==> src/hw/rtl/msprd_pkg.sv <==
// Shared types and constants for the MSPv2 reply deframer.
`default_nettype none

package msprd_pkg;

  localparam logic [7:0] CHAR_DOLLAR = 8'h24;
  localparam logic [7:0] CHAR_X      = 8'h58;
  localparam logic [7:0] CHAR_GT     = 8'h3E;
  localparam logic [7:0] CHAR_BANG   = 8'h21;

  localparam logic [15:0] CAP_RESET = 16'd512;

  typedef enum logic [1:0] {
    KIND_DATA = 2'd0,
    KIND_DONE = 2'd1,
    KIND_OVER = 2'd2
  } kind_t;

  typedef struct packed {
    kind_t       kind;
    logic [7:0]  data_byte;
    logic [15:0] command;
    logic [15:0] payload_length;
  } result_t;

  typedef struct packed {
    logic main_valid;
    logic skid_valid;
  } buf_status_t;

endpackage

`default_nettype wire

==> src/hw/rtl/mspv2_reply_deframer.sv <==
// MSPv2 reply deframer: finds reply frames in a byte stream and emits payload and status beats.
//
// Input channel: one received byte per beat on rx_byte, taken when in_valid is high and
// in_stall is low. Output channel: one result per beat (kind, data_byte, command,
// payload_length), taken when out_valid is high and out_stall is low. A beat of kind 0
// carries one payload byte, kind 1 marks the end of a frame on its checksum byte, and
// kind 2 reports a declared length above payload_cap, after which the hunt restarts.
// Header, flag and command bytes, and the length bytes of a frame within the cap, produce no output beat.
// Throughput is one input beat per clock while in_stall is low; the parser state updates in
// the same cycle the byte is taken, and a result is registered into the output buffer.
// A two-entry output buffer lets input beats keep flowing while a result waits; in_stall
// rises only when both entries hold results the receiver has not yet taken.
// payload_cap is written through cfg_we / cfg_data and resets to 512.
// Synchronous reset returns the parser to hunting for the start character, clears the
// command and length registers and empties the output buffer.
`default_nettype none

module mspv2_reply_deframer
  import msprd_pkg::*;
(
  input  wire logic        clk,
  input  wire logic        rst,
  input  wire logic        cfg_we,
  input  wire logic [15:0] cfg_data,
  input  wire logic        in_valid,
  output logic             in_stall,
  input  wire logic [7:0]  rx_byte,
  output logic             out_valid,
  input  wire logic        out_stall,
  output logic [1:0]       kind,
  output logic [7:0]       data_byte,
  output logic [15:0]      command,
  output logic [15:0]      payload_length
);

  logic        take;
  logic        res_valid;
  logic        buf_full;
  result_t     res;
  result_t     out_res;
  buf_status_t buf_status;

  assign in_stall = buf_full;
  assign take     = in_valid & ~buf_full;

  msprd_parser u_parser (
    .clk       (clk),
    .rst       (rst),
    .cfg_we    (cfg_we),
    .cfg_data  (cfg_data),
    .take      (take),
    .rx_byte   (rx_byte),
    .res_valid (res_valid),
    .res       (res)
  );

  msprd_outbuf u_outbuf (
    .clk        (clk),
    .rst        (rst),
    .push_valid (res_valid),
    .push_res   (res),
    .full       (buf_full),
    .out_valid  (out_valid),
    .out_stall  (out_stall),
    .out_res    (out_res),
    .status     (buf_status)
  );

  assign kind           = out_res.kind;
  assign data_byte      = out_res.data_byte;
  assign command        = out_res.command;
  assign payload_length = out_res.payload_length;

  a_skid_needs_main : assert property (@(posedge clk) disable iff (rst)
    buf_status.skid_valid |-> buf_status.main_valid)
    else $error("skid entry held while main entry empty");

  a_status_data_zero : assert property (@(posedge clk) disable iff (rst)
    out_valid && kind != KIND_DATA |-> data_byte == 8'd0)
    else $error("status beat carries nonzero data byte");

  a_skid_drains : assert property (@(posedge clk) disable iff (rst)
    buf_status.skid_valid && !out_stall |=> buf_status.main_valid && !buf_status.skid_valid)
    else $error("skid entry did not move to main entry");

  a_reset_empty : assert property (@(posedge clk)
    $past(rst) |-> !out_valid && !in_stall)
    else $error("output buffer not empty after reset");

endmodule

`default_nettype wire

==> src/hw/rtl/msprd_parser.sv <==
// Frame parser: header hunt, command and length assembly, payload counting.
`default_nettype none

module msprd_parser
  import msprd_pkg::*;
(
  input  wire logic        clk,
  input  wire logic        rst,
  input  wire logic        cfg_we,
  input  wire logic [15:0] cfg_data,
  input  wire logic        take,
  input  wire logic [7:0]  rx_byte,
  output logic             res_valid,
  output result_t          res
);

  typedef enum logic [9:0] {
    PH_HUNT   = 10'b00_0000_0001,
    PH_X      = 10'b00_0000_0010,
    PH_DIR    = 10'b00_0000_0100,
    PH_FLAG   = 10'b00_0000_1000,
    PH_CMD_LO = 10'b00_0001_0000,
    PH_CMD_HI = 10'b00_0010_0000,
    PH_LEN_LO = 10'b00_0100_0000,
    PH_LEN_HI = 10'b00_1000_0000,
    PH_DATA   = 10'b01_0000_0000,
    PH_CRC    = 10'b10_0000_0000
  } phase_t;

  phase_t      phase, phase_next;
  logic [15:0] payload_cap;
  logic [15:0] cmd_reg, cmd_reg_next;
  logic [15:0] len_reg, len_reg_next;
  logic [15:0] byte_count, byte_count_next;
  logic [15:0] count_inc;
  logic        emit;
  kind_t       emit_kind;
  logic [7:0]  emit_data;

  assign count_inc = byte_count + 16'd1;

  always_comb begin
    phase_next      = phase;
    cmd_reg_next    = cmd_reg;
    len_reg_next    = len_reg;
    byte_count_next = byte_count;
    emit            = 1'b0;
    emit_kind       = KIND_DATA;
    emit_data       = 8'd0;
    case (phase)
      PH_X: begin
        phase_next = (rx_byte == CHAR_X) ? PH_DIR : PH_HUNT;
      end
      PH_DIR: begin
        phase_next = (rx_byte == CHAR_GT || rx_byte == CHAR_BANG) ? PH_FLAG : PH_HUNT;
      end
      PH_FLAG: begin
        phase_next = PH_CMD_LO;
      end
      PH_CMD_LO: begin
        cmd_reg_next = {8'd0, rx_byte};
        phase_next   = PH_CMD_HI;
      end
      PH_CMD_HI: begin
        cmd_reg_next = {rx_byte, cmd_reg[7:0]};
        phase_next   = PH_LEN_LO;
      end
      PH_LEN_LO: begin
        len_reg_next = {8'd0, rx_byte};
        phase_next   = PH_LEN_HI;
      end
      PH_LEN_HI: begin
        len_reg_next    = {rx_byte, len_reg[7:0]};
        byte_count_next = 16'd0;
        if (len_reg_next > payload_cap) begin
          phase_next = PH_HUNT;
          emit       = 1'b1;
          emit_kind  = KIND_OVER;
        end else begin
          phase_next = (len_reg_next != 16'd0) ? PH_DATA : PH_CRC;
        end
      end
      PH_DATA: begin
        byte_count_next = count_inc;
        phase_next      = (count_inc >= len_reg) ? PH_CRC : PH_DATA;
        emit            = 1'b1;
        emit_kind       = KIND_DATA;
        emit_data       = rx_byte;
      end
      PH_CRC: begin
        // The checksum byte is swallowed without being checked.
        phase_next = PH_HUNT;
        emit       = 1'b1;
        emit_kind  = KIND_DONE;
      end
      default: begin
        phase_next = (rx_byte == CHAR_DOLLAR) ? PH_X : PH_HUNT;
      end
    endcase
  end

  assign res_valid          = take & emit;
  assign res.kind           = emit_kind;
  assign res.data_byte      = emit_data;
  assign res.command        = cmd_reg_next;
  assign res.payload_length = len_reg_next;

  always_ff @(posedge clk) begin
    if (rst) begin
      phase       <= PH_HUNT;
      payload_cap <= CAP_RESET;
      cmd_reg     <= 16'd0;
      len_reg     <= 16'd0;
      byte_count  <= 16'd0;
    end else begin
      if (cfg_we) begin
        payload_cap <= cfg_data;
      end
      if (take) begin
        phase      <= phase_next;
        cmd_reg    <= cmd_reg_next;
        len_reg    <= len_reg_next;
        byte_count <= byte_count_next;
      end
    end
  end

endmodule

`default_nettype wire

==> src/hw/rtl/msprd_outbuf.sv <==
// Result register with a skid stage so the input side waits on the output stall only when both are full.
`default_nettype none

module msprd_outbuf
  import msprd_pkg::*;
(
  input  wire logic    clk,
  input  wire logic    rst,
  input  wire logic    push_valid,
  input  wire result_t push_res,
  output logic         full,
  output logic         out_valid,
  input  wire logic    out_stall,
  output result_t      out_res,
  output buf_status_t  status
);

  logic    main_valid;
  logic    skid_valid;
  result_t main_res;
  result_t skid_res;
  logic    pop;

  assign pop       = main_valid & ~out_stall;
  assign full      = skid_valid;
  assign out_valid = main_valid;
  assign out_res   = main_res;

  assign status.main_valid = main_valid;
  assign status.skid_valid = skid_valid;

  always_ff @(posedge clk) begin
    if (rst) begin
      main_valid <= 1'b0;
      skid_valid <= 1'b0;
    end else if (skid_valid) begin
      if (pop) begin
        main_valid <= 1'b1;
        skid_valid <= 1'b0;
      end
    end else if (push_valid) begin
      if (!main_valid || pop) begin
        main_valid <= 1'b1;
      end else begin
        skid_valid <= 1'b1;
      end
    end else if (pop) begin
      main_valid <= 1'b0;
    end
  end

  // Payload registers carry no reset.
  always_ff @(posedge clk) begin
    if (skid_valid) begin
      if (pop) begin
        main_res <= skid_res;
      end
    end else if (push_valid) begin
      if (!main_valid || pop) begin
        main_res <= push_res;
      end else begin
        skid_res <= push_res;
      end
    end
  end

endmodule

`default_nettype wire
==> config.mk <==
export PLATFORM = sky130hd
export DESIGN_NAME = mspv2_reply_deframer
export DESIGN_NICKNAME = d
export VERILOG_FILES = /design/src/hw/rtl/msprd_pkg.sv /design/src/hw/rtl/mspv2_reply_deframer.sv /design/src/hw/rtl/msprd_parser.sv /design/src/hw/rtl/msprd_outbuf.sv
export SDC_FILE = /design/constraint.sdc
export NUM_CORES = 1
export LEC_CHECK = 0
export ABC_AREA = 1
export BUFFER_PORTS_ARGS = -buffer_cell sky130_fd_sc_hd__buf_4
export CAP_MARGIN = 20
export CORE_ASPECT_RATIO = 1.1
export CORE_UTILIZATION = 30
export DETAILED_ROUTE_END_ITERATION = 10
export SETUP_SLACK_MARGIN = 0.1
export SLEW_MARGIN = 5
export SYNTH_ARGS = -nofsm -noshare
export SYNTH_HDL_FRONTEND = slang
export SYNTH_SLANG_ARGS = --single-unit
==> constraint.sdc <==
create_clock -name clk -period 4.47 [get_ports clk]
set_input_delay 0.447 -clock clk [delete_from_list [all_inputs] [get_ports clk]]
set_output_delay 0.447 -clock clk [all_outputs]
set_load 0.02 [all_outputs]
== Yosys cells after proc, flatten, opt, wreduce, memory -nomap -nowiden ==
Index checks and enable logic that the tools add are counted.
Word-level totals
  flip-flop bits (word level): 160
  input bits: 29
  output and inout port bits: 44
  logic and storage cells: 80
Operators by class
  add/sub/neg operators: 1
  $lt $le $gt $ge: 2
  equality and inequality tests: 15
  muxes and demuxes: 28
  bitwise operators: 6
  reduce and logical (&&, ||, !) cells: 13
Operators with widths (count)
  $mux 42: 4
  $pmux 16 s2: 3
  $pmux 10 s9: 1
  $mux 10: 3
  $eq 8x6->1 const B: 3
  $add 16x1->16 const B: 1
  $ge 16x16->1: 1
  $gt 16x16->1: 1
  $reduce_bool 16->1: 1
  $eq 10x10->1 const B: 1
  $eq 10x2->1 const B: 1
  $eq 10x3->1 const B: 1
  $eq 10x4->1 const B: 1
  $eq 10x5->1 const B: 1
  $eq 10x6->1 const B: 1
  $eq 10x7->1 const B: 1
  $eq 10x8->1 const B: 1
  $eq 10x9->1 const B: 1
  $mux 1: 10
  $reduce_and 3->1: 3
  $eq 8x7->1 const B: 1
  $mux 8: 1
  $reduce_bool 2->1: 4
  $mux 2: 2
  other kinds (12): 17

== Logic depth before layout (Yosys ltp) ==
  word-level depth: 6
  gate-level depth with buffers: 16
  depth with buffers taken out: 16

== By module ==
A second synthesis with hierarchy kept.
Unflattened totals
  cells, all modules: 963
  area total of the unflattened synthesis: 8207.9 um2
By module, submodules not included
  msprd_parser: instances 1, cells each 720, area each 4921.0 um2, sequential area each 1481.4 um2
  msprd_outbuf: instances 1, cells each 241, area each 3276.9 um2, sequential area each 2562.5 um2
  mspv2_reply_deframer: instances 1, cells each 2, area each 10.0 um2, sequential area each 0.0 um2

== Worst setup path after synthesis ==
OpenSTA, ideal clock, no wires.
  kind: in2reg
  start point: in rx_byte[7]
  end point: reg u_outbuf.main_res, in the netlist u_outbuf.out_res[0], enable pin
  library setup time: 0.457 ns
  arrival: 3.470 ns
  required time: 4.013 ns
  slack: 0.543 ns
  stages on the path: 9
  buffers on the path: 0
  cells stage by stage: ha_1 nand2_1 nor3_1 nand2_1 nand2_1 nand3_1 nand2_1 nand2_1 o22ai_1
Between the ends
  word-level cells in the longest chain between the ends: 6
Ends and longest elaborated chain
  from (decl): RTL line mspv2_reply_deframer.sv:27  | input wire logic [7:0] rx_byte,
  $gt 16x16->1: RTL line msprd_parser.sv:75  | if (len_reg_next > payload_cap) begin
  $mux 1: RTL line msprd_parser.sv:75
  $pmux 1 s2: RTL line msprd_parser.sv:50  | case (phase)
  $and 1x1->1: RTL line msprd_parser.sv:102  | assign res_valid = take & emit;
  $reduce_bool 2->1 (no source line)
  $reduce_and 3->1 (no source line)
  to (signal assigned): RTL line msprd_outbuf.sv:56  | main_res <= skid_res;
  to (signal assigned): RTL line msprd_outbuf.sv:60  | main_res <= push_res;
  to (decl): RTL line msprd_outbuf.sv:20  | result_t main_res;
Every way passes these cells.
A chain may end at the register's enable or synchronous reset.

== Worst setup path after layout ==
  start point: reg u_parser.phase[4]
  end point: reg u_outbuf.main_res, in the netlist u_outbuf.out_res[11], enable pin
Between the ends
  word-level cells in the longest chain between the ends: 6
  elaborated cells between the ends (all ways): 8
  those cells by class: eq/ne: 3; mux: 1; bitwise: 1; reduce/logical: 3
Ends and longest elaborated chain
  from (decl): RTL line msprd_parser.sv:30  | phase_t phase, phase_next;
  from (signal assigned): RTL line msprd_parser.sv:120  | phase <= phase_next;
  $eq 10x9->1 or $eq 10x10->1 (tied branches): RTL line msprd_parser.sv:50
  $reduce_or 2->1 (no source line)
  $pmux 1 s2 (*): RTL line msprd_parser.sv:50
  $and 1x1->1 (*): RTL line msprd_parser.sv:102
  $reduce_bool 2->1 (no source line) (*)
  $reduce_and 3->1 (no source line) (*)
Every way passes the cells marked *; elsewhere a longest branch is shown, timed or not.

==> flow_metrics.py <==
metrics = {
    "outcome": {
        "status": "completed",
    },
    "sta": {
        "final.setup_skew_ns": 0.00666,
        "finalHoldViolations": 0,
        "final.setup.tns_ns": 0,
        "fin_ws_ns": 1.67,
        "finalCriticalPeriod_ns": 2.80,
        "fin_crit_sh_pct": 62.7,
        "setup_viol": 0,
        "fmax_mhz": 357,
        "grt_setup_unrepaired": "no",
        "tightest_slew_ns": 0.736,
        "final_max_slew_viol_count": 0,
        "max-slew-margin-rel_pct": 50.9,
    },
    "global_routing": {
        "grt_pass1_vias": 5871,
        "grt_usage_pct": 14.6,
        "grt_overflow_total": 0,
        "antenna_found_initial": 0,
        "grt_pass1_wl_um": 30100,
        "grt_max_degree": 66,
    },
    "routing": {
        "ant_nets": 0,
        "vias": 6179,
        "vias_per_cell": 4.63,
        "drt_iter0_drc": 499,
        "firstDrtPassIters": 8,
        "drc": 0,
        "avgRoutedWirePerCell_um": 13.8,
        "drt-total-wl_um": 18400,
    },
    "layout": {
        "areaGrowthSynthToFinish_pct": 18.5,
        "drive_gt1_share_pct": 14.6,
        "final_util_pct": 36.5,
        "layout_commonest_cell": "nand2_1",
        "final_cell_mix": "nand2_1 (235), inv_1 (120), edfxtp_1 (84)",
        "nets": 1038,
        "final_area_um2": 9270,
        "antenna_cells": 0,
        "stdcell_count": 1335,
    },
    "cts": {
        "htreeDepth": 4,
        "hold_buffers": 0,
        "ctsResizeCount": 0,
        "cts_buffers": 17,
        "clockRootBuffer": "clkbuf_16",
        "clk_path_buf_depth": 2,
        "cts_setup_buffers": 0,
        "clk_pin_slew_ns": 0.06,
        "clkLatencyLatePin_ns": 0.43,
        "cts.sinks": 160,
        "tritoncts": "yes",
    },
    "floorplan": {
        "die_w_um": 156,
        "initial_core_util_pct": 30.8,
        "io_pins": 73,
        "die_area_um2": 26700,
        "dieHeight_um": 171,
        "coreArea_um2": 25400,
        "row_count": 61,
    },
    "yosys": {
        "netlist.area_leader.share_pct": 32.2,
        "syn_nets": 977,
        "synth_warnings": 0,
        "async_flop_share_pct": 0,
        "synth_area_um2": 7820,
        "ys_seq_area_share_pct": 51.7,
        "syn_avg_cell_area_um2": 8.55,
        "synth_area_leaders": "edfxtp_1 (32%), dfxtp_1 (19%), nand2_1 (11%)",
        "syn-instance-count": 915,
        "synth.largest_area_cell": "edfxtp_1",
        "ys_ff_latch": 160,
        "synth_edf_count": 84,
        "synthFlopType": "edfxtp_1",
        "synth_cell_types": 39,
    },
    "worst_hold_path": {
        "hold_depth": 2,
        "hold_path_class": "in2reg",
        "min-delay-start": "cfg_we",
        "worstHoldEndpoint": "u_parser.payload_cap[9]",
    },
    "placement": {
        "placed_area_um2": 8660,
        "place_ws_ns": 1.50,
        "dp_cells": 1303,
        "dpl.hpwl_um": 12700,
        "io_buffer_count": 72,
        "gp_congestion": 0.828,
    },
    "power": {
        "clockPowerShare_pct": 45.3,
        "internal_power_mw": 2.55,
        "sw_frac_of_total_pct": 23.5,
        "pwr_density_cell_nw_per_um2": 359,
        "p_leak_nw": 4.15,
        "combPwrFrac_pct": 7.1,
        "ir_drop_uv": 222,
        "seqPwrFrac_pct": 47.6,
        "switchingPower_mw": 0.781,
    },
    "critical_path": {
        "path_max_fanout": 33,
        "cp.arrival_ns": 2.88,
        "worst_ep_required_time_ns": 4.55,
        "r2r_cells": 10,
        "r2r-start": "u_parser.phase[4]",
        "startpoint_type": "flip-flop",
        "r2r_slack_ns": 1.67,
        "critical_path_class": "reg2reg",
        "crit_path_end_kind": "flip-flop",
        "reg2reg_to": "u_outbuf.out_res[11]",
    },
    "flow_run": {
        "cap_violations": 0,
    },
}
[worst max-delay path, cell delays in order, from the launching register on]
cell     delay [ns]
dfxtp_1        0.37
nor2_4         0.17
nand2_1        0.12
nor2_2         0.16
nand3_2        0.34
nand2_1        0.23
inv_1          0.05
nand2_1        0.08
nand2_1        0.10
o22ai_4        0.35
buf_4          0.47
[final cells by class]
cell class                      count  area [µm²]
Timing Repair Buffer               77         578
Sequential cell                   160        4040
Clock buffer                       19         433
Clock inverter                     13         178
Inverter                          126         473
Tap cell                          346         433
Fill cell                        2580       16100
Multi-Input combinational cell    594        3130
[Yosys cell counts, types with 3 or more instances]
cell and instances:
o21ai_1 22, o22ai_1 17, nand3_2 5, nand2_1 236, edfxtp_1 84, clkbuf_1 25, buf_6 5, inv_2 4
inv_1 120, nor2_1 58, nand2_2 4, nand4_1 15, xor2_1 11, dfxtp_1 76, nor3_2 3, o21ai_0 44
nor4_1 5, ha_1 33, o21a_1 3, nor3_1 11, nand3_1 23, a21oi_1 80, o21ai_2 8
[power by group through the flow]
stage / Clock [mW] / Sequential [mW] / Combinational (mW)
3_5_place_dp: 0 / 1.62 / 0.236
6_report: 1.51 / 1.59 / 0.237
2_1_floorplan: 0 / 1.61 / 0.164
5_1_grt: 1.60 / 1.59 / 0.273
4_1_cts: 1.53 / 1.58 / 0.237
3_3_place_gp: 0 / 1.62 / 0.231
[metal layers]
layer / up-vias / wire length (µm) / GRT usage (%)
li1: 3155 / - / -
met2: 186 / 8500 / 24.1
met3: 15 / 1100 / 3.07
met5: - / 0 / 0
met4: 0 / 290 / 4.73
met1: 2823 / 8550 / 19.0
[worst max-delay path by stage]
stage | cells past startpoint | end | slack (ns) | from
CTS | 10 | u_outbuf.out_res[11] | 1.65 | u_parser.phase[4]
global placement | 11 | u_outbuf.out_res[11] | 1.53 | rx_byte[7]
floorplan | 9 | u_outbuf.out_res[0] | 0.54 | rx_byte[7]
finish | 10 | u_outbuf.out_res[11] | 1.67 | u_parser.phase[4]
detailed placement | 11 | u_outbuf.out_res[11] | 1.50 | rx_byte[7]
global route | 10 | u_outbuf.out_res[11] | 1.41 | u_parser.phase[5]
[stage by stage]
| step | total power [mW] | hold WS, ns |
|---|---|---|
| 3_3_place_gp | 1.85 | 0.451 |
| 4_1_cts | 3.35 | 0.225 |
| 3_5_place_dp | 1.85 | 0.459 |
| 6_report | 3.33 | 0.242 |
| 5_1_grt | 3.46 | 0.229 |
| 2_1_floorplan | 1.78 | 0.433 |
[cell families after synthesis]
family	Yosys count	synth area share, %
flip-flops	160	51.7
adder cells (fa/ha/maj)	33	5.28
XOR/XNOR	12	1.34
AO/OA/AOI/OAI	179	12.4
AND/OR/NAND/NOR	370	20.8
buffers and inverters	161	8.45
Note: power is estimated with default switching activity, not from simulation.
